$ cat src/rtl/core/boundary_tag_heap_allocator_defines.svh
// Assertion macros shared by the allocator RTL.
`ifndef BOUNDARY_TAG_HEAP_ALLOCATOR_DEFINES_SVH
`define BOUNDARY_TAG_HEAP_ALLOCATOR_DEFINES_SVH

// Same-cycle implication, checked out of reset.
`define BTH_ASSERT_IMP(lbl, clk, rst_n, ante, cons) \
    lbl: assert property (@(posedge clk) disable iff (!(rst_n)) (ante) |-> (cons)) \
        else $error("allocator check failed");

// Next-cycle implication, checked out of reset.
`define BTH_ASSERT_NXT(lbl, clk, rst_n, ante, cons) \
    lbl: assert property (@(posedge clk) disable iff (!(rst_n)) (ante) |=> (cons)) \
        else $error("allocator check failed");

`endif

$ cat src/rtl/core/bth_pkg.sv
// Constants, types and codes of the boundary-tag heap allocator.
package bth_pkg;
    localparam int HEAP_BYTES     = 131072;
    localparam int HEADER_BYTES   = 32;
    localparam int MIN_FREE_BYTES = 8;
    localparam int UNITS          = HEAP_BYTES / HEADER_BYTES;
    localparam int UW             = $clog2(UNITS);
    localparam int LW             = UW + 1;
    localparam int AW             = 17;
    localparam int RW             = 18;
    localparam int HDR_SH         = $clog2(HEADER_BYTES);
    localparam int TAKE_LIM       = (HEADER_BYTES + MIN_FREE_BYTES + HEADER_BYTES - 1)
                                    / HEADER_BYTES;
    localparam logic [LW-1:0] LIST_END = LW'(UNITS);

    localparam logic [1:0] ST_OK      = 2'd0;
    localparam logic [1:0] ST_NOFIT   = 2'd1;
    localparam logic [1:0] ST_BADFREE = 2'd2;

    localparam logic OP_ALLOC = 1'b0;
    localparam logic OP_FREE  = 1'b1;

    localparam logic [1:0] FIT_FIRST = 2'd0;
    localparam logic [1:0] FIT_BEST  = 2'd1;
    localparam logic [1:0] FIT_WORST = 2'd2;

    typedef struct packed {
        logic          used;
        logic [UW-1:0] size;
        logic [UW-1:0] lns;
        logic [LW-1:0] prev;
        logic [LW-1:0] next;
    } t_word;

    typedef struct packed {
        logic sub;
        logic cin;
    } t_alu_ctl;
endpackage

$ cat src/rtl/core/bth_alu.sv
// Shared adder/subtractor used by the sequencer for unit arithmetic.
module bth_alu (
    input  bth_pkg::t_alu_ctl      i_ctl,
    input  logic [bth_pkg::LW-1:0] i_a,
    input  logic [bth_pkg::LW-1:0] i_b,
    output logic [bth_pkg::LW-1:0] o_sum
);
    import bth_pkg::*;

    logic [LW-1:0] b_op;

    assign b_op  = i_ctl.sub ? ~i_b : i_b;
    assign o_sum = i_a + b_op + LW'(i_ctl.cin);
endmodule

$ cat config.mk
export PLATFORM = sky130hd
export DESIGN_NAME = bth_alu
export DESIGN_NICKNAME = d
export VERILOG_FILES = /design/src/rtl/core/boundary_tag_heap_allocator_defines.svh /design/src/rtl/core/bth_pkg.sv /design/src/rtl/core/bth_alu.sv
export SDC_FILE = /design/constraint.sdc
export NUM_CORES = 1
export LEC_CHECK = 0
export ABC_CLOCK_PERIOD_IN_PS = 7960
export BUFFER_PORTS_ARGS = -buffer_cell sky130_fd_sc_hd__buf_2
export CAP_MARGIN = 20
export CORE_MARGIN = 1
export CORE_UTILIZATION = 53
export DETAILED_ROUTE_END_ITERATION = 8
export PLACE_DENSITY = 0.91
export REMOVE_ABC_BUFFERS = 1
export SETUP_SLACK_MARGIN = 0.15
export SLEW_MARGIN = 0
export SYNTH_ARGS = -nofsm -noshare
export SYNTH_HDL_FRONTEND = slang
export SYNTH_SLANG_ARGS = --single-unit
export TNS_END_PERCENT = 50
$ cat constraint.sdc
create_clock -name vclk -period 7.96
set_input_delay 1.194 -clock vclk [all_inputs]
set_output_delay 1.194 -clock vclk [all_outputs]
set_load 0.02 [all_outputs]
==> results <==
- Leaving out fill and tap cells, the most frequent cells in the layout are sky130_fd_sc_hd__buf_2 (41), sky130_fd_sc_hd__nor2_1 (13), sky130_fd_sc_hd__xor2_1 (12).
- The total half-perimeter wirelength after legalization and detailed placement is 1655 µm.
- The smallest clock period supported by the final layout is computed as 4.684 ns.
- Data on the critical path is required at its endpoint by 6.77 ns.
- In the final layout, the share of cells above drive strength 1 is 0.3357.
- The number of vias in the routed layout is 890.
- The post-synthesis sequential area ratio is 0.
- In the finished design, the share of the clock period the worst path needs comes to 0.5884.
- Along the worst path, the maximum fanout reaches 13.
- The number of diodes is 0.
- After synthesis the cells add up to about 810 µm².
- The die is 41.17 µm wide.
- The number of library cell types mapped by synthesis is 37.
- Once layout is done, the placed cells without fillers occupy 1012 µm².
- The global-route track usage on met2 is 0.4883.
- The hold buffer count at cts is 0.
- For this block, the routed nets add up to 1946 µm of wire.
- The hold violation count in the final report is 0.
- The die covers 1695 µm².
- The via count of the first global-routing pass is 743.
- Input and output buffers added on the ports amount to 41.
- The first global-routing pass estimated approximately 2900 µm of wire.
- The post-detailed-route count of antenna-violating nets is 0.
- The global routing met3 resource utilization is 0.01087.
- Across the whole layout, storage elements account for 0 µm².
- The post-place instance area is 1012 µm².
- The number of filler cells placed in the layout is 126.
- Post-CTS timing repair inserted 0 buffers for setup.
- The fraction of met1 tracks used by global routing is 0.2834.
- The largest net degree at the start of global routing is 14.
- The min-delay analysis places its worst path in the category primary input to primary output.
- The number of instances in the synthesized netlist is 106.
- The maximum achievable frequency is 213.5 MHz.
- The relative slew slack is 0.7502.
- The run finished with clean final reports.
- For the pin with the worst max-slew slack, the measured transition is 0.3747 ns.
- The Yosys warning count is 0.
- STA classifies the critical path startpoint as a primary input.
- The leakage power is between 0.5 and 0.6 nW.
- Summing internal, switching and leakage power gives 0.1408 mW.
- The largest stage delay on the critical path is 0.46 ns.
- The multi-input gate area in the final layout is ~770 µm².
- The effective utilization at floorplan is 0.5952.
- The number of iterations in the first detailed-routing pass is 4.
- The overall global routing resource usage is 0.2428.
- The detail-routed net length per standard cell is 12.32 µm.
- The via density per instance is about 5.6.
- The worst hold-check slack is 2.804 ns.
- The total DRC errors in the routed layout is 0.
- Data on the critical path arrives at its endpoint at 3.49 ns.
- For this design, the slowest cell found on the critical path is sky130_fd_sc_hd__fa_1.
- The synthesized area divided by synthesized cell count is between 7 and 8 µm².
- The total core area is 1366 µm².
- The worst setup path is captured at a primary output.
- In this run, the number of DRC markers left after iteration 0 of detailed routing was 14.
- From synthesis to final layout, the design area changed by 24.46%.
- Setup violations remaining at the end of the flow were counted as 0.
- The worst setup path is of the primary input to primary output kind.
- Setup repair after global routing left no endpoint under its margin.
- There are 0 flip-flops and latches.
- In the finished layout, the clock tree contains a buffer count of 0.
- The number of ports placed on the die boundary is 41.
- The quantity of gates resized following cts is 0.
- sky130_fd_sc_hd__ha_1 takes more of the synthesized area than any other cell.
- The top-area cell type share of the netlist area is 0.1692.
- The floorplan has 13 rows.
- The max-slew violation count is 0.
- At the end of the flow the core is filled with cells to 0.7408.
- The final estimated routing congestion in global placement is 0.8293.
- The chip height is 41.17 µm.
- The total power per unit cell area is 139.1 nW/µm².
- The number of antenna violations at the first check in global routing is 0.
- The total number of nets in the final design is 186.
- Summed over all failing endpoints, the final setup total negative slack is 0 ns.
- The most common cell after layout, fill and taps aside is sky130_fd_sc_hd__buf_2.
- The total congestion overflow after global routing is 0.
- The largest vdd supply drop is 0.07752 mV.
- Yosys attributes the largest share of cell area to sky130_fd_sc_hd__ha_1 (17%), sky130_fd_sc_hd__xor2_1 (13%), sky130_fd_sc_hd__xnor2_1 (9.7%).
- The tool flagged a number of max-cap violations equal to 0.
- Traced cell by cell, the critical path runs through buf_2 -> xnor2_1 -> fa_1 -> fa_1 -> nor2b_4 -> o31a_4 -> o21ai_0 -> a31o_1 -> xnor2_1 -> buf_2.
- The most crowded layer after global routing is met2.
per-stage QoR:
stage / instances / worst slack, ns
after floorplan: 102 / 3.653
after global placement: 158 / 3.340
after detailed placement: 158 / 3.278
after CTS: 158 / 3.275
after global routing: 158 / 3.141
final: 158 / 3.276
layer usage:
layer  vias up  wire length (µm)
met5         -                 0
met4         0                13
met3         2                98
met2        32              1031
met1       410               803
li1        446                 -
power by group:
group	internal (mW)	leakage [nW]	switching (mW)
registers	0	0	0
logic	0.0588	0.505	0.0820
clock network	0	0	0
total	0.0588	0.505	0.0820
synthesized netlist by cell type, drive strengths merged:
cell type and n:
nor2 13, a21boi 1, clkbuf 1, xnor2 9, xor2 12, o21ba 1, nor4b 1, nor2b 4
buf 3, o21ai 3, a31o 1, o21a 4, o311ai 2, ha 11, nand2b 2, or3 1
nand4 1, nand2 7, nand3 1, o211ai 1, a211oi 1, o2111ai 1, fa 2, a21oi 9
o21bai 1, a21o 1, nor3 2, and4b 1, o31a 2, inv 6, and2 1
cells by family (layout without fill, tap and decap cells):
logic type / Yosys count / in the layout / share of synthesized area
AND/OR/NAND/NOR: 34 / 34 / 0.2262
AO/OA/AOI/OAI: 28 / 28 / 0.2708
XOR/XNOR: 21 / 21 / 0.2262
adder cells (fa/ha/maj): 13 / 13 / 0.2185
buffers and inverters: 10 / 47 / 0.05845
path summary, 6_finish.rpt:
kind  startpoint   endpoint  slack (ns)  cells past startpoint
max     i_ctl[1]  o_sum[12]        3.28                     10
min      i_b[12]  o_sum[12]        2.80                      4
critical path, delay by kind of cell:
family          cells  cell delay (ns)
buf+inv             2             0.50
compound gates      3             0.48
fa+ha+maj           2             0.88
xor+xnor            2             0.28
simple gates        1             0.15
layout make-up:
cell class | count | area share
Tap cell | 15 | 0.01854
Multi-Input combinational cell | 96 | 0.7565
Timing Repair Buffer | 41 | 0.2027
Inverter | 6 | 0.02225
No activity file was read; power rests on OpenSTA's default activity.
